## config.mk

```make
export PLATFORM = sky130hd
export DESIGN_NAME = sdiv_prep
export DESIGN_NICKNAME = d
export VERILOG_FILES = /design/src/rtl/sdiv_pkg.sv /design/src/rtl/sdiv_prep.sv
export SDC_FILE = /design/constraint.sdc
export NUM_CORES = 1
export LEC_CHECK = 0
export ABC_CLOCK_PERIOD_IN_PS = 11760
export BUFFER_PORTS_ARGS = -buffer_cell sky130_fd_sc_hd__buf_2
export CORE_ASPECT_RATIO = 1.4
export CORE_UTILIZATION = 49
export DETAILED_ROUTE_END_ITERATION = 12
export GPL_TIMING_DRIVEN = 1
export PLACE_DENSITY = 0.79
export SETUP_SLACK_MARGIN = 0.15
export SLEW_MARGIN = 20
export SYNTH_ARGS = -nofsm -noshare
export SYNTH_HDL_FRONTEND = slang
export SYNTH_SLANG_ARGS = --single-unit
```

## constraint.sdc

```tcl
create_clock -name clk -period 11.76 [get_ports clk]
set_clock_uncertainty 0.15 [all_clocks]
set_input_delay 2.352 -clock clk [delete_from_list [all_inputs] [get_ports clk]]
set_output_delay 2.352 -clock clk [all_outputs]
set_load 0.005 [all_outputs]
```

## src/rtl/sdiv_pkg.sv

```systemverilog
// ----------------------------------------------------------------------------
// Signed divider package
// Shared widths, defaults and the per-transaction control word that travels
// down the divider cell chain.
// ----------------------------------------------------------------------------
package sdiv_pkg;

  // Width of every operand and result port.
  localparam int FIELD_WIDTH = 64;

  // Default operand width used inside the divider.
  localparam int DATA_WIDTH_DEF = 64;

  // Control bits that ride along with each transaction.
  typedef struct packed {
    logic neg;   // result must be negated
    logic dz;    // divisor was zero, result forced to zero
  } sdiv_ctl_t;

endpackage

```

## src/rtl/sdiv_prep.sv

```systemverilog
// ----------------------------------------------------------------------------
// Signed divider operand stage
// Reduces both operands to magnitudes, forms the result sign and the zero
// divisor flag, and loads the first entry of the cell chain.
// ----------------------------------------------------------------------------
module sdiv_prep import sdiv_pkg::*; #(
  parameter int DATA_WIDTH = DATA_WIDTH_DEF
) (
  input  logic                   clk,
  input  logic                   rst,
  input  logic                   in_valid,
  output logic                   in_stall,
  input  logic [FIELD_WIDTH-1:0] dividend,
  input  logic [FIELD_WIDTH-1:0] divisor,
  output logic                   valid,
  input  logic                   out_stall,
  output sdiv_ctl_t              ctl,
  output logic [DATA_WIDTH-1:0]  rem,
  output logic [DATA_WIDTH-1:0]  nq,
  output logic [DATA_WIDTH-1:0]  den
);

  logic [DATA_WIDTH-1:0] a;
  logic [DATA_WIDTH-1:0] b;
  logic [DATA_WIDTH-1:0] mag_a;
  logic [DATA_WIDTH-1:0] mag_b;

  assign a = dividend[DATA_WIDTH-1:0];
  assign b = divisor[DATA_WIDTH-1:0];

  // The most negative value negates to itself, which is its exact magnitude
  // when read as unsigned.
  assign mag_a = a[DATA_WIDTH-1] ? (~a + 1'b1) : a;
  assign mag_b = b[DATA_WIDTH-1] ? (~b + 1'b1) : b;

  assign in_stall = valid && out_stall;

  always_ff @(posedge clk) begin
    if (rst) begin
      valid <= 1'b0;
    end else if (!in_stall) begin
      valid <= in_valid;
    end
  end

  always_ff @(posedge clk) begin
    if (!in_stall && in_valid) begin
      ctl.neg <= a[DATA_WIDTH-1] ^ b[DATA_WIDTH-1];
      ctl.dz  <= (mag_b == '0);
      rem     <= '0;
      nq      <= mag_a;
      den     <= mag_b;
    end
  end

endmodule

```

==> flow_summary.ini <==
[detailed_routing]
dr.first_iter.drc_count = 338
dr_total_vias = 6552
avgRoutedWirePerCell_um = 17.9
dr.pass1.iters = 5
drt_wl_total_mm = 20.9
routed_via_density = 5.61
drc = 0
drtAntennaViolNets = 0

[timing]
hold_violations = 0
max_clock_freq_mhz = 171
slew_viol_final = 0
setup_tns_ns = 0
finalSetupViolCount = 0
worst_pin_slew_ns = 0.859
layout_min_cycle_time_ns = 5.84
relSlewSlack_pct = 42.7
period_share_pct = 49.6
setup_ws_ns = 5.92
rsz0062_at_grt = no

[critical_path]
crit_chain = buf_2 -> inv_1 -> ha_1 -> or4b_2 -> or4_1 -> or4_1 -> or4_1 -> or3_1 -> o41ai_1 -> xnor2_1
crit_fanout = 7
crit_family = simple AND/OR/NAND/NOR gates
regToRegSetupSlack_ns = 9.12
r2r_cells = 4
slowest_delay_ns = 0.63
cp-end-kind = flop
crit_type = in2reg
cp_slowest_cell = or4b_2
cp.arrival_ns = 5.85
cpMostUsedCell = or4_1
start_kind = primary input
cp.buffers_inverters = 2
crit_required_ns = 11.77
path_depth = 10

[floorplan]
die_h_um = 152
io_pins = 328
die_area_mm2 = 0.0166
die_w_um = 109
design.core.area_mm2 = 0.0157
start_util_pct = 50.3
rows = 54

[synthesis]
syn-instance-count = 706
synth_top_area_share_pct = 49.5
ys_seq_elements = 131
syn_area_mm2 = 0.00788
syn_area_per_cell_um2 = 11.2
async_flop_share_pct = 0
synthFlopType = edfxtp_1
ys_warn_count = 0
synth_edf_count = 130
synth_top_area_cell = edfxtp_1
yosysUniqueCellTypes = 61
yosysSeqAreaShare_pct = 49.8
synth.area.top_cells = edfxtp_1, xnor2_1, buf_4

[power_and_ir_drop]
peakVddDrop_uv = 84.2
p_leak_nw = 3.64
sw_frac_of_total_pct = 25.4
internal_power_mw = 0.981
clkPwrFrac_pct = 41.7
p_switching_mw = 0.334
power_density_mw_per_mm2 = 136
combinationalPowerShare_pct = 14.6
seqPwrFrac_pct = 43.7

[clock_network]
cts.path.max_buffers = 2
clk_latency_ns = 0.41
cts_buffers = 17
cts_resized = 0
cts_num_sinks = 131
root_buffer = clkbuf_16
clkSlewWorstSetupHoldPaths_ns = 0.06
htreeDepth = 4
postCtsSetupBuffers = 0
tritoncts = yes
hold_buffers = 0

[finish]
syn2layout_area_growth_pct = 23.0
nFillCells = 1293
nNetsFinal = 1092
n_antenna_cell = 0
instances_no_fill = 1167
drive_above_1_share_pct = 33.8

[global_route]
grt_usage_pct = 25.5
grt_antenna_before_repair = 0
first_global_vias = 6289
met2_usage_pct = 44.5
grt_start_max_net_pins = 68
use_met1_pct = 28.9
grt_pass1_wl_mm = 32.2
use_met3_pct = 4.72
top_usage_layer = met2
grt_overflow = 0

[flow_run]
cap_violations = 0

[placed_design]
place.gp.congestion = 0.925
io_buffer_count = 263
dp_slack_ns = 5.49
place_hpwl_mm = 15.8
placed_cells = 1135

[worst_hold_path]
hold_depth = 3
hold_class = reg2reg

[status]
outcome = completed
-- worst register-to-register path, delay by kind of cell, from the launching register on --
family | cells | cell delay, ns
buffers and inverters | 2 | 1.45
and+or+nand+nor | 2 | 0.29
DFF | 1 | 0.31
-- worst paths after layout --
check	start	to
min reg2reg	valid$_SDFFE_PP0N_	valid$_SDFFE_PP0N_
max	dividend[1]	nq[50]$_DFFE_PP_
min	valid$_SDFFE_PP0N_	valid$_SDFFE_PP0N_
max reg2reg	valid$_SDFFE_PP0N_	nq[48]$_DFFE_PP_
-- layout by cell type (no fill, tap or decap), types with 5 or more instances in the layout --
cell type and n:
xor2_1 9, or3_1 20, nor2_1 30, o21ai_0 39
conb_1 64, inv_1 9, or4_1 32, a21oi_1 5
nor4_1 20, nand4_1 5, or2_2 12, o31ai_1 33
clkbuf_16 17, nand2_1 37, xnor2_1 113, or4_4 6
buf_2 262, nor3_1 18, edfxtp_1 130, inv_6 5
o41ai_1 18, nand2b_1 8
-- cell families after synthesis --
family,synth area share (%)
muxes,0.270
and+or+nand+nor,16.8
adders and majority gates,0.317
buffers and inverters,8.27
DFF,49.8
other,0.0476
xor gates and xnor gates,13.6
AOI/OAI and AO/OA,11.0
-- sequential cells by signal (all words and copies together), names as in the netlist --
register / count
nq: 64
valid: 1
den: 64
ctl: 2
-- through the flow --
step	total power, mW	util [%]	hold WS [ns]	instance area [um^2]
after floorplan	0.695	-	0.474	8120
after global placement	0.772	58.0	0.493	9090
after detailed placement	0.775	58.0	0.507	9090
after CTS	1.32	61.9	0.522	9700
after global routing	1.37	61.9	0.561	9700
final	1.32	61.9	0.515	9700
-- Yosys cell counts, types with 20 or more instances --
master / n
clkbuf_1: 27
buf_4: 64
nor2_1: 30
nand2_1: 37
o21ai_0: 39
nor4_1: 20
or4_1: 32
xnor2_1: 113
o31ai_1: 33
edfxtp_1: 130
or3_1: 20
-- power by group through the flow --
stage | Combinational (mW) | Clock [mW] | Sequential [mW]
floorplan | 0.103 | 0 | 0.593
global placement | 0.187 | 0 | 0.584
detailed placement | 0.191 | 0 | 0.584
CTS | 0.192 | 0.557 | 0.575
global route | 0.211 | 0.577 | 0.578
finish | 0.192 | 0.549 | 0.574
-- area by class of cell --
cell class | count | area (um^2) | area share [%]
sequential | 131 | 3920 | 40.4
multi-input combinational | 533 | 3550 | 36.6
timing repair buffer | 266 | 1340 | 13.8
clock buffer | 18 | 429 | 4.42
tap | 196 | 245 | 2.53
clock inverter | 14 | 175 | 1.81
inverter | 9 | 33.8 | 0.348
-- metal layers --
metal | up-vias | share of wire [%] | routed length [um]
met1 | 3029 | 35 | 7350
met5 | - | 0 | 0
li1 | 3056 | - | -
met3 | 62 | 8.0 | 1680
met4 | 0 | 4.2 | 884
met2 | 405 | 53 | 11000
Note: power is estimated with default switching activity, not from simulation.
