[src/rtl/sdiv_pkg.sv]
// ----------------------------------------------------------------------------
// Signed divider package
// Shared widths, defaults and the per-transaction control word that travels
// down the divider cell chain.
// ----------------------------------------------------------------------------
package sdiv_pkg;

  // Width of every operand and result port.
  localparam int FIELD_WIDTH = 64;

  // Default operand width used inside the divider.
  localparam int DATA_WIDTH_DEF = 64;

  // Control bits that ride along with each transaction.
  typedef struct packed {
    logic neg;   // result must be negated
    logic dz;    // divisor was zero, result forced to zero
  } sdiv_ctl_t;

endpackage

[src/rtl/sdiv_finish.sv]
// ----------------------------------------------------------------------------
// Signed divider result stage
// Applies the result sign, forces zero for a zero divisor, sign-extends to
// the port width and holds the result until it is taken.
// ----------------------------------------------------------------------------
module sdiv_finish import sdiv_pkg::*; #(
  parameter int DATA_WIDTH = DATA_WIDTH_DEF
) (
  input  logic                   clk,
  input  logic                   rst,
  input  logic                   in_valid,
  output logic                   in_stall,
  input  sdiv_ctl_t              in_ctl,
  input  logic [DATA_WIDTH-1:0]  in_nq,
  output logic                   valid,
  input  logic                   out_stall,
  output logic [FIELD_WIDTH-1:0] quotient
);

  logic signed [DATA_WIDTH-1:0]  q;
  logic signed [FIELD_WIDTH-1:0] q_ext;

  // After the last cell the shift word holds only quotient bits.
  always_comb begin
    if (in_ctl.dz) begin
      q = '0;
    end else if (in_ctl.neg) begin
      q = ~in_nq + 1'b1;
    end else begin
      q = in_nq;
    end
  end

  assign q_ext    = FIELD_WIDTH'(q);
  assign in_stall = valid && out_stall;

  always_ff @(posedge clk) begin
    if (rst) begin
      valid <= 1'b0;
    end else if (!in_stall) begin
      valid <= in_valid;
    end
  end

  always_ff @(posedge clk) begin
    if (!in_stall && in_valid) begin
      quotient <= q_ext;
    end
  end

endmodule

[config.mk]
export PLATFORM = sky130hd
export DESIGN_NAME = sdiv_finish
export DESIGN_NICKNAME = d
export VERILOG_FILES = /design/src/rtl/sdiv_pkg.sv /design/src/rtl/sdiv_finish.sv
export SDC_FILE = /design/constraint.sdc
export NUM_CORES = 1
export LEC_CHECK = 0
export BUFFER_PORTS_ARGS = -buffer_cell sky130_fd_sc_hd__buf_4
export CORE_MARGIN = 4
export CORE_UTILIZATION = 50
export DETAILED_ROUTE_END_ITERATION = 8
export PLACE_DENSITY = 0.86
export REMOVE_ABC_BUFFERS = 1
export SYNTH_ARGS = -nofsm -noshare
export SYNTH_HDL_FRONTEND = slang
export SYNTH_SLANG_ARGS = --single-unit
[constraint.sdc]
create_clock -name clk -period 12 [get_ports clk]
set_clock_uncertainty 0.2 [all_clocks]
set_input_delay 0.6 -clock clk [delete_from_list [all_inputs] [get_ports clk]]
set_output_delay 0.6 -clock clk [all_outputs]
set_load 0.01 [all_outputs]
==> results.md <==
- The synthesized netlist contains 46 unique library cells.
- The count of instances resized after the clock tree is built is 0.
- The count of cells in the finished layout, fillers not included, comes to 662.
- The number of placed cells counting well taps is 647.
- The worst max-slew margin expressed relative to the limit is 0.3548.
- The initial utilization of the core area, before any placement, comes to 0.5159.
- The clock transition at the registers of the reported paths is 70 ps.
- The number of port buffers is 135.
- Timing would allow up to 0.2814 GHz.
- The count of routing violations after the opening detailed-route iteration is 424.
- After detailed routing, the number of vias per cell comes to 5.986.
- The floorplan row count is 33.
- The H-tree depth reported by CTS is 3.
- The final period utilization is 0.2961.
- The commonest cells after synthesis are sky130_fd_sc_hd__edfxtp_1, sky130_fd_sc_hd__nor2_1, sky130_fd_sc_hd__xor2_1, sky130_fd_sc_hd__clkbuf_1, sky130_fd_sc_hd__nor3_1.
- The core region is 8217 sq um.
- The accumulated negative setup slack is 0 ps.
- The gate count after technology mapping is 428.
- Data arrives at the worst endpoint at 3460 ps.
- The total count of max-transition violations in the final report came to 0.
- Among all flip-flop cells after synthesis, the most frequent one is sky130_fd_sc_hd__edfxtp_1.
- The critical path is of the in2reg type.
- The synthesized area per cell is 9.904 sq um.
- Yosys instantiated no cell more often than sky130_fd_sc_hd__edfxtp_1.
- The number of antenna violations at the first check in global routing is 0.
- The total of flip-flops plus latches after synthesis is 65.
- The die extent in x is 100.1 um.
- The die outline area is 10,020 sq um.
- 136 I/O pins were placed.
- The chip height is 100.1 um.
- The path class of the tightest hold or removal check is in2reg.
- The via count of the first global-routing pass is 3,826.
- The share of the yosys chip area belonging to registers is 0.4581.
- The final-stage net count is 624.
- The overall track demand over capacity in global routing is 0.2328.
- The number of setup violations in the final report is 0.
- For this block, the via count after detailed routing is 3,963.
- The fraction of final layout cells sized beyond drive strength 1 is 0.3124.
- During synthesis, Yosys emitted a total of 0 warnings.
- The flow ran to the end, and the final reports show no timing, DRC or antenna violations.
- The remaining antenna violation count after routing is 0.
- The first detailed-routing pass took 5 iterations.
- The number of max-capacitance violations reported is 0.
- IR analysis of the VDD net gives a maximum drop of 0.00005907 V.
- sky130_fd_sc_hd__edfxtp_1 takes more of the synthesized area than any other cell.
- The area of the mapped netlist is 4239 sq um.
- For this run the aggregate overflow at the end of global routing stands at 0.
- The number of hold buffers added after CTS is 0.
- The total wirelength of the detailed-routed design is 11,730 um.
- From synthesis to final layout, the design area changed by 30.14%.
- Dividing total power by cell area gives a power density of 108.1 nW/um^2.
- The category of the worst setup path launch point is a primary input.
- The repair_antennas step left the layout with diodes totalling 0.
- The maximum number of buffers from clock root to sink is 2.
- The utilization of the core after routing is 0.6714.
- The tree is rooted in a sky130_fd_sc_hd__clkbuf_8.
- The global placement routability congestion is 0.8495.
- The worst setup path is captured at a flip-flop.
- Counting flops with an async set or reset pin after synthesis yields a share of 0.
- For this design the static power due to leakage is 2.073 nW.
- Detailed placement finished with a half-perimeter wire length of 8236 um.
- The number of clock buffers added by TritonCTS is 9.
- Entering global routing, the biggest net connects 97 pins.
- The CTS tree is yes.
- The final period demand of the worst path is 3554 ps.
- The clock net sink count is 65.
- The slew at the pin closest to its max-slew limit is 958.9 ps.
- Setup repair after global routing left no endpoint under its margin.
- The detailed-route DRC error count is 0.
- The number of enable-type register cells in the synthesized netlist is 64.
- The wire length per cell after detailed routing is 17.72 um.
- The final-report hold violation count was 0.
- The clock insertion delay at the later pin of the skew report is 340 ps.
- The first global-routing pass estimated 18,640 um of wire.
- The area share of the leading cell type in the synthesized netlist is 0.4534.
- Ranked by total cell area, the synthesized netlist is headed by sky130_fd_sc_hd__edfxtp_1, sky130_fd_sc_hd__xor2_1, sky130_fd_sc_hd__nor2_1.
- Of all nets on the critical path, the largest fanout is 16.
- The required time of the critical path is 11,900 ps.
- The number of setup buffers added after CTS is 0.
-- final timing paths --
path | start | end | slack [ps] | depth (start not counted)
worst max register to register | valid | quotient[59] | 10180 | 3
worst min register to register | valid | valid | 480 | 3
worst max-delay path | in_nq[20] | quotient[52] | 8450 | 6
worst min-delay path | rst | valid | 210 | 2
-- critical path, stage by stage --
cell                      delay (ps)
sky130_fd_sc_hd__buf_4           130
sky130_fd_sc_hd__nor4_2          460
sky130_fd_sc_hd__nand4_1         720
sky130_fd_sc_hd__nor4_1         1030
sky130_fd_sc_hd__a31oi_1         200
sky130_fd_sc_hd__mux2_2          310
-- state kept, by name, indices dropped and copies added (netlist names) --
| name | flops |
|---|---|
| quotient | 64 |
| valid | 1 |
-- cell families (layout without fill, tap and decap cells) --
kind of cell,Yosys count,after routing,synth area share
simple gates,202,202,0.2718
compound gates,74,74,0.1198
flops,65,65,0.4581
xor+xnor,38,38,0.07851
buf+inv,32,161,0.02834
mux,16,16,0.04044
fa+ha+maj,1,1,0.002951
-- stage by stage --
stage	setup WS (ps)	area [sq um]	total power, mW	hold WS [ps]
finish	8446	5517	0.5966	207.5
global route	8287	5517	0.6203	204.9
CTS	8433	5517	0.5978	199.2
detailed placement	8104	5316	0.4011	469.0
global placement	8095	5316	0.3976	450.6
floorplan	7645	4156	0.3318	472.4
-- layout by cell type (no fill, tap or decap), drive strengths merged, types with 6 or more instances in the layout --
| master | count |
|---|---|
| buf | 136 |
| edfxtp | 64 |
| nor2 | 63 |
| xor2 | 36 |
| nor3 | 23 |
| nor4 | 21 |
| o41ai | 19 |
| o21ai | 19 |
| nand2 | 19 |
| a21oi | 16 |
| or3 | 14 |
| nand4 | 13 |
| clkbuf | 11 |
| inv | 10 |
| nor2b | 10 |
| nor3b | 9 |
| nand2b | 9 |
| mux2 | 9 |
| o31ai | 8 |
| mux2i | 7 |
| or4 | 7 |
| nand3 | 6 |
| o311ai | 6 |
-- power breakdown --
part | leakage (nW) | internal, mW | total [mW] | switching, mW
registers | 0.646 | 0.271 | 0.276 | 0.00518
clock network | 0.101 | 0.115 | 0.200 | 0.0852
logic | 1.33 | 0.0557 | 0.120 | 0.0642
-- per-layer routing --
metal / vias to the layer above / part of all wire / routed length (um) / GRT usage
met5: - / 0 / 0 / 0
met4: 0 / 0.022 / 258 / 0.1016
met3: 24 / 0.089 / 1047 / 0.04378
met2: 196 / 0.50 / 5860 / 0.3812
met1: 1863 / 0.39 / 4564 / 0.3018
li1: 1880 / - / - / -
-- layout make-up --
class | instances | area [sq um]
inverter | 10 | 37.54
clock inverter | 4 | 68.82
tap | 105 | 131.4
sequential | 65 | 1942
multi-input combinational | 331 | 2185
clock buffer | 11 | 131.4
timing repair buffer | 136 | 1021
fill | 630 | 2700
Note: power is estimated with default switching activity, not from simulation.
