[src/rtl/sdiv_pkg.sv]
// ----------------------------------------------------------------------------
// Signed divider package
// Shared widths, defaults and the per-transaction control word that travels
// down the divider cell chain.
// ----------------------------------------------------------------------------
package sdiv_pkg;

  // Width of every operand and result port.
  localparam int FIELD_WIDTH = 64;

  // Default operand width used inside the divider.
  localparam int DATA_WIDTH_DEF = 64;

  // Control bits that ride along with each transaction.
  typedef struct packed {
    logic neg;   // result must be negated
    logic dz;    // divisor was zero, result forced to zero
  } sdiv_ctl_t;

endpackage

[src/rtl/sdiv_cell.sv]
// ----------------------------------------------------------------------------
// Signed divider cell
// One restoring shift-subtract step. The dividend bits leave the top of the
// shift word while the quotient bits enter at the bottom.
// ----------------------------------------------------------------------------
module sdiv_cell import sdiv_pkg::*; #(
  parameter int DATA_WIDTH = DATA_WIDTH_DEF
) (
  input  logic                  clk,
  input  logic                  rst,
  input  logic                  in_valid,
  output logic                  in_stall,
  input  sdiv_ctl_t             in_ctl,
  input  logic [DATA_WIDTH-1:0] in_rem,
  input  logic [DATA_WIDTH-1:0] in_nq,
  input  logic [DATA_WIDTH-1:0] in_den,
  output logic                  valid,
  input  logic                  out_stall,
  output sdiv_ctl_t             ctl,
  output logic [DATA_WIDTH-1:0] rem,
  output logic [DATA_WIDTH-1:0] nq,
  output logic [DATA_WIDTH-1:0] den
);

  logic [DATA_WIDTH:0]   part;
  logic [DATA_WIDTH:0]   diff;
  logic                  ge;
  logic [DATA_WIDTH-1:0] rem_next;

  assign part     = {in_rem, in_nq[DATA_WIDTH-1]};
  assign diff     = part - {1'b0, in_den};
  assign ge       = (part >= {1'b0, in_den});
  assign rem_next = ge ? diff[DATA_WIDTH-1:0] : part[DATA_WIDTH-1:0];

  assign in_stall = valid && out_stall;

  always_ff @(posedge clk) begin
    if (rst) begin
      valid <= 1'b0;
    end else if (!in_stall) begin
      valid <= in_valid;
    end
  end

  always_ff @(posedge clk) begin
    if (!in_stall && in_valid) begin
      ctl <= in_ctl;
      rem <= rem_next;
      nq  <= {in_nq[DATA_WIDTH-2:0], ge};
      den <= in_den;
    end
  end

  // With a nonzero divisor the partial remainder always stays below it.
  assert property (@(posedge clk) disable iff (rst)
    (valid && !ctl.dz) |-> (rem < den))
    else $error("sdiv_cell: partial remainder not below divisor");

endmodule

[config.mk]
export PLATFORM = sky130hd
export DESIGN_NAME = sdiv_cell
export DESIGN_NICKNAME = d
export VERILOG_FILES = /design/src/rtl/sdiv_pkg.sv /design/src/rtl/sdiv_cell.sv
export SDC_FILE = /design/constraint.sdc
export NUM_CORES = 1
export LEC_CHECK = 0
export ABC_AREA = 0
export BUFFER_PORTS_ARGS = -buffer_cell sky130_fd_sc_hd__buf_2
export CORE_AREA = 2 2 154 156
export DETAILED_ROUTE_END_ITERATION = 8
export DIE_AREA = 0 0 156 158
export GPL_TIMING_DRIVEN = 0
export PLACE_DENSITY = 0.76
export SETUP_SLACK_MARGIN = 0.2
export SLEW_MARGIN = 20
export SYNTH_ARGS = -nofsm -noshare
export SYNTH_HDL_FRONTEND = slang
export SYNTH_SLANG_ARGS = --single-unit
[constraint.sdc]
create_clock -name clk -period 24.6 [get_ports clk]
set_input_delay 1.23 -clock clk [delete_from_list [all_inputs] [get_ports clk]]
set_output_delay 1.23 -clock clk [all_outputs]
set_load 0.02 [all_outputs]
==> flow_metrics.env, run 1 <==
export IMPL_p_switching_uw=299
export IMPL_avgSynthCellArea_um2=11.5
export IMPL_start_util=0.482
export IMPL_num_io_pins=394
export IMPL_synth_edf_count=194
export IMPL_grt_max_degree=31
export IMPL_post_cts_resized=0
export IMPL_dr_pass1_iters=5
export IMPL_ys_ff_latch=195
export IMPL_mostFrequentLayoutCells="buf_2 (401), edfxtp_1 (194), inv_1 (75)"
export IMPL_grt_pass1_wl_um=46600
export IMPL_area_growth_pct=28.8
export IMPL_cts_sinks=195
export IMPL_path_max_fanout=5
export IMPL_finalSetupViolCount=0
export IMPL_core_um2=23100
export IMPL_dieArea_um2=24600
export IMPL_first_global_vias=8735
export IMPL_port_buffers=393
export IMPL_cpPeakStageDelay_ns=0.77
export IMPL_synthFlopType="edfxtp_1"
export IMPL_drtIter0Drc=546
export IMPL_p_clk_frac=0.311
export IMPL_drc=0
export IMPL_power_uw=954
export IMPL_cp_depth=13
export IMPL_clock_skew_ns=0.00963
export IMPL_slew_headroom=0.359
export IMPL_max_freq_mhz=207
export IMPL_worstRegToRegCells=6
export IMPL_seq_area_frac_synth=0.526
export IMPL_cp_arrival_ns=5.00
export IMPL_worstReg2RegEnd="rem[62]$_DFFE_PP_"
export IMPL_crit_buf_inv=2
export IMPL_via_per_inst=5.39
export IMPL_power_density_nw_per_um2=66.6
export IMPL_crit_required_ns=24.76
export IMPL_drive_gt1_frac=0.362
export IMPL_cts_tree="done"
export IMPL_yosysWarnings=0
export IMPL_hold_viol_final=0
export IMPL_cp_start_kind="input pin"
export IMPL_seq_power_share=0.427
export IMPL_htree_levels=4
export IMPL_clock_path_buffers=2
export IMPL_power_leakage_nw=6.43
export IMPL_tightest_slew_ns=0.952
export IMPL_synth_async_reset_ratio=0
export IMPL_crit_path_cell_trace="buf_2 -> inv_1 -> ha_1 -> fa_1 -> nor2b_1 -> o2111ai_1 -> a21oi_1 -> o211ai_1 -> a31oi_1 -> nor2_1 -> o21ai_0 -> nor3_1 -> o41ai_1"
export IMPL_reg2reg_from="valid$_SDFFE_PP0N_"
export IMPL_power_frac_comb=0.262
export IMPL_gp_congestion=0.906
export IMPL_cts_root_buf="clkbuf_16"
export IMPL_dieWidth_um=156
export IMPL_clkSlewWorstSetupHoldPaths_ns=0.08
export IMPL_min_period_ns=4.84
export IMPL_slew_viol_final=0
export IMPL_grt_usage=0.246
export IMPL_die_h_um=158
export IMPL_path_class="in -> reg"
export IMPL_switching_share=0.313
export IMPL_peakVddDrop_mv=0.0427
export IMPL_rsz0062_at_grt="no"
export IMPL_insertion_delay_ns=0.44
export IMPL_antenna_found_initial=11
export IMPL_final_common_cell="buf_2"
export IMPL_holdPathEnd="valid$_SDFFE_PP0N_"
export IMPL_outcome="complete, no violations"
export IMPL_cp_top_family="compound AO/OA/AOI/OAI gates"
export IMPL_numCtsBuffers=17
export IMPL_timing_final_crit_share=0.197
export IMPL_ant_nets=0
export IMPL_syn_num_nets=1226
export IMPL_row_count=56
export IMPL_hpwl_um=25300
export IMPL_syn_cell_area_um2=11100
export IMPL_internal_power_uw=655
export IMPL_cts_hold_buf=0
export IMPL_vias=9126
export IMPL_cts_setup_buffers=0
export IMPL_setup_tns_ns=0
export IMPL_wl_um=31300
export IMPL_wire_per_inst_um=18.5
export IMPL_drv_cap=0
export IMPL_yosysUniqueCellTypes=66
export IMPL_cp_end_kind="flop"
export IMPL_crit_path_top_delay_cell="o21ai_0"
export IMPL_syn_inst=963
export IMPL_rrSetupSlack_ns=22.57
export IMPL_nNetsFinal=1646
export IMPL_hp_start="valid$_SDFFE_PP0N_"
export IMPL_holdPathStages=3
export IMPL_min_path_type="reg -> reg"
export IMPL_grt_overflow=0
-- worst max path at each step --
stage / from / end / slack [ns]
final: in_nq[63] / rem[62]$_DFFE_PP_ / 19.76
after global routing: in_nq[63] / rem[62]$_DFFE_PP_ / 19.59
after CTS: in_nq[63] / rem[56]$_DFFE_PP_ / 19.92
after detailed placement: in_nq[63] / rem[62]$_DFFE_PP_ / 19.49
after global placement: out_stall / den[62]$_DFFE_PP_ / 10.51
after floorplan: out_stall / ctl[0]$_DFFE_PP_ / 13.87
-- worst reg2reg max path, cell delays in order, from the launching register on --
cell	delay [ns]
dfxtp_1	0.31
and2_1	0.19
nor2b_4	0.39
buf_16	0.22
buf_16	0.19
buf_16	0.20
buf_12	0.22
-- through the flow --
step / instance area, um2 / utilization / cells / setup WS (ns) / hold slack, ns
global route: 14300 / 0.621 / 1690 / 19.59 / 0.769
finish: 14300 / 0.621 / 1693 / 19.76 / 0.684
floorplan: 11100 / - / 963 / 13.87 / 0.786
detailed placement: 13700 / 0.592 / 1654 / 19.49 / 0.662
CTS: 14300 / 0.620 / 1686 / 19.92 / 0.678
global placement: 13400 / 0.583 / 1646 / 10.51 / 0.610
-- cells in the mapped netlist (25+ instances only) --
cell type	n	share of area
ha_1	64	0.072
nand2_1	66	0.022
edfxtp_1	194	0.52
o21ai_0	45	0.020
a21oi_1	72	0.032
nor2_1	51	0.017
clkbuf_1	25	0.0084
a21o_1	35	0.024
mux2_4	29	0.039
xnor2_1	33	0.026
nand3_1	32	0.014
inv_1	75	0.025
-- state kept, by name, indices dropped and copies added, names as in the netlist --
register / flops
ctl: 2
nq: 64
rem: 64
den: 64
valid: 1
-- final cells by class --
class	count	area, um2
clock inverters	14	206
fillers	1909	8740
flip-flops and latches	195	5850
diodes	7	17.5
multi-input cells	653	4760
repair buffers	401	2160
clock buffers	18	439
inverters	76	288
plain buffers	39	233
well taps	290	363
-- power groups by stage --
| stage | Clock (mW) | Combinational (mW) | Sequential (mW) |
|---|---|---|---|
| final | 0.296 | 0.250 | 0.407 |
| after global routing | 0.313 | 0.272 | 0.410 |
| after CTS | 0.303 | 0.250 | 0.407 |
| after detailed placement | 0 | 0.249 | 0.415 |
| after global placement | 0 | 0.241 | 0.422 |
| after floorplan | 0 | 0.130 | 0.457 |
-- cell families after synthesis --
kind of cell    share of synthesized area
mux                                0.0582
compound gates                      0.152
buf+inv                            0.0468
fa+ha+maj                          0.0738
xor+xnor                           0.0402
flops                               0.526
simple gates                        0.104
-- metal layers --
layer,vias up,part of all wire,GRT usage
met5,-,0.0013,0
met4,6,0.030,0.102
met3,57,0.071,0.0589
met2,367,0.48,0.413
met1,4237,0.41,0.307
li1,4459,-,-
Power figures use the tool's default switching activity.
==> run 2, diff against run 1 <==
--- a/config.mk
+++ b/config.mk
@@ -7,11 +7,11 @@
 export LEC_CHECK = 0
 export ABC_AREA = 0
 export BUFFER_PORTS_ARGS = -buffer_cell sky130_fd_sc_hd__buf_2
-export CORE_AREA = 2 2 154 156
+export CORE_MARGIN = 2
+export CORE_UTILIZATION = 51
 export DETAILED_ROUTE_END_ITERATION = 8
-export DIE_AREA = 0 0 156 158
 export GPL_TIMING_DRIVEN = 0
-export PLACE_DENSITY = 0.76
+export PLACE_DENSITY = 0.8
 export SETUP_SLACK_MARGIN = 0.2
 export SLEW_MARGIN = 20
 export SYNTH_ARGS = -nofsm -noshare
==> constraint.sdc (replaced) <==
create_clock -name clk -period 4.62 [get_ports clk]
set_input_delay 0.231 -clock clk [delete_from_list [all_inputs] [get_ports clk]]
set_output_delay 0.231 -clock clk [all_outputs]
set_load 0.02 [all_outputs]
==> flow_metrics.env, run 2 (same netlist as run 1, synthesis figures left out) <==
export IMPL_finalSetupViolCount=0
export IMPL_final_common_cell="buf_2"
export IMPL_port_buffers=393
export IMPL_nNetsFinal=1774
export IMPL_vias=10000
export IMPL_via_per_inst=5.55
export IMPL_power_density_nw_per_um2=331
export IMPL_first_global_vias=9793
export IMPL_core_um2=21600
export IMPL_slew_viol_final=0
export IMPL_dieArea_um2=23000
export IMPL_slew_headroom=0.395
export IMPL_min_period_ns=4.22
export IMPL_row_count=54
export IMPL_area_growth_pct=39.5
export IMPL_wl_um=35800
export IMPL_min_path_type="in -> reg"
export IMPL_top_layer_used="met5"
export IMPL_insertion_delay_ns=0.44
export IMPL_grt_overflow=0
export IMPL_wire_per_inst_um=19.8
export IMPL_path_class="in -> reg"
export IMPL_cts_sinks=195
export IMPL_multi_input_area_um2=4760
export IMPL_cp_arrival_ns=4.39
export IMPL_power_leakage_nw=6.94
export IMPL_timing_final_crit_share=0.914
export IMPL_top_regs="den (64), nq (64), rem (64)"
export IMPL_cts_tree="done"
export IMPL_grt_max_degree=31
export IMPL_switching_share=0.321
export IMPL_clock_skew_ns=0.00867
export IMPL_wl_met3_um=2820
export IMPL_drtIter0Drc=722
export IMPL_rsz0062_at_grt="no"
export IMPL_path_max_fanout=5
export IMPL_max_freq_mhz=237
export IMPL_seq_area_um2=5850
export IMPL_gp_congestion=0.942
export IMPL_drv_cap=0
export IMPL_seq_power_share=0.423
export IMPL_grt_usage=0.301
export IMPL_antenna_found_initial=5
export IMPL_cp_start_kind="input pin"
export IMPL_ant_nets=0
export IMPL_worst_slack_ns=0.398
export IMPL_cp_end_kind="flop"
export IMPL_dr_pass1_iters=8
export IMPL_peakVddDrop_mv=0.211
export IMPL_drc=0
export IMPL_p_clk_frac=0.296
export IMPL_tightest_slew_ns=0.898
export IMPL_cts_root_buf="clkbuf_16"
export IMPL_crit_required_ns=4.79
export IMPL_start_util=0.514
export IMPL_clkSlewWorstSetupHoldPaths_ns=0.08
export IMPL_die_h_um=152
export IMPL_wl_met1_um=13800
export IMPL_p_switching_mw=1.65
export IMPL_hpwl_um=25700
export IMPL_power_mw=5.14
export IMPL_hold_viol_final=0
export IMPL_mostFrequentLayoutCells="buf_2 (401), edfxtp_1 (194), dlygate4sd3_1 (129)"
export IMPL_grt_pass1_wl_um=52600
export IMPL_num_io_pins=394
export IMPL_dieWidth_um=152
export IMPL_numCtsBuffers=17
export IMPL_met2_length_um=17700
export IMPL_fillCellCount=1554
export IMPL_setup_tns_ns=0
export IMPL_power_frac_comb=0.281
export IMPL_utilization=0.718
export IMPL_clock_path_buffers=2
export IMPL_htree_levels=4
export IMPL_outcome="complete, no violations"
export IMPL_dpl_worst_slack_ns=0.493
export IMPL_internal_power_mw=3.49
export IMPL_drive_gt1_frac=0.331
run 2: cell type report:
type / count / share of cell area
flip-flops and latches: 195 / 0.377
multi-input cells: 653 / 0.307
well taps: 280 / 0.0226
repair buffers: 529 / 0.220
inverters: 76 / 0.0185
plain buffers: 39 / 0.0150
diodes: 3 / 0.000484
clock inverters: 14 / 0.0118
clock buffers: 18 / 0.0277
run 2: final timing paths:
path / from / endpoint / slack, ns / cells past startpoint
worst max-delay path: in_den[0] / rem[56]$_DFFE_PP_ / 0.40 / 13
worst min-delay path: in_den[1] / den[1]$_DFFE_PP_ / 0.03 / 1
worst max register to register: valid$_SDFFE_PP0N_ / rem[13]$_DFFE_PP_ / 2.56 / 5
worst min register to register: valid$_SDFFE_PP0N_ / valid$_SDFFE_PP0N_ / 0.74 / 3
run 2: timing repair:
item / CTS / global route
setup buffers: 0 / 0
hold buffers: 128 / 1
gates resized for setup: 0 / 1
endpoints found under the hold margin: 128 / 1
setup endpoints to repair: 0 / 1
run 2: layer usage:
metal,global-route usage,vias to the layer above
met5,0,-
met2,0.516,457
li1,-,4704
met4,0.134,4
met3,0.0731,90
met1,0.360,4767
run 2: power by group through the flow:
stage	registers (mW)	logic [mW]	clock network, mW
floorplan	2.41	0.691	0
global placement	2.22	1.28	0
detailed placement	2.21	1.32	0
CTS	2.17	1.42	1.54
global route	2.19	1.55	1.60
finish	2.18	1.44	1.52
run 2: metrics by stage:
step	cell area (um2)	hold slack, ns	std cells
floorplan	11100	0.303	963
global placement	13400	0.403	1636
detailed placement	13600	0.396	1643
CTS	15500	0.00644	1803
global route	15500	0.0166	1806
finish	15500	0.0286	1807
run 2: worst max-delay path, cell delays in order:
cell	delay (ns)
dlygate4sd3_1	0.53
buf_2	0.14
ha_1	0.20
fa_1	0.41
nor2b_1	0.19
o2111ai_1	0.16
a21oi_1	0.38
o211ai_1	0.30
a2111oi_2	0.56
nor3_1	0.26
o21a_1	0.29
and3_1	0.18
o41ai_1	0.54
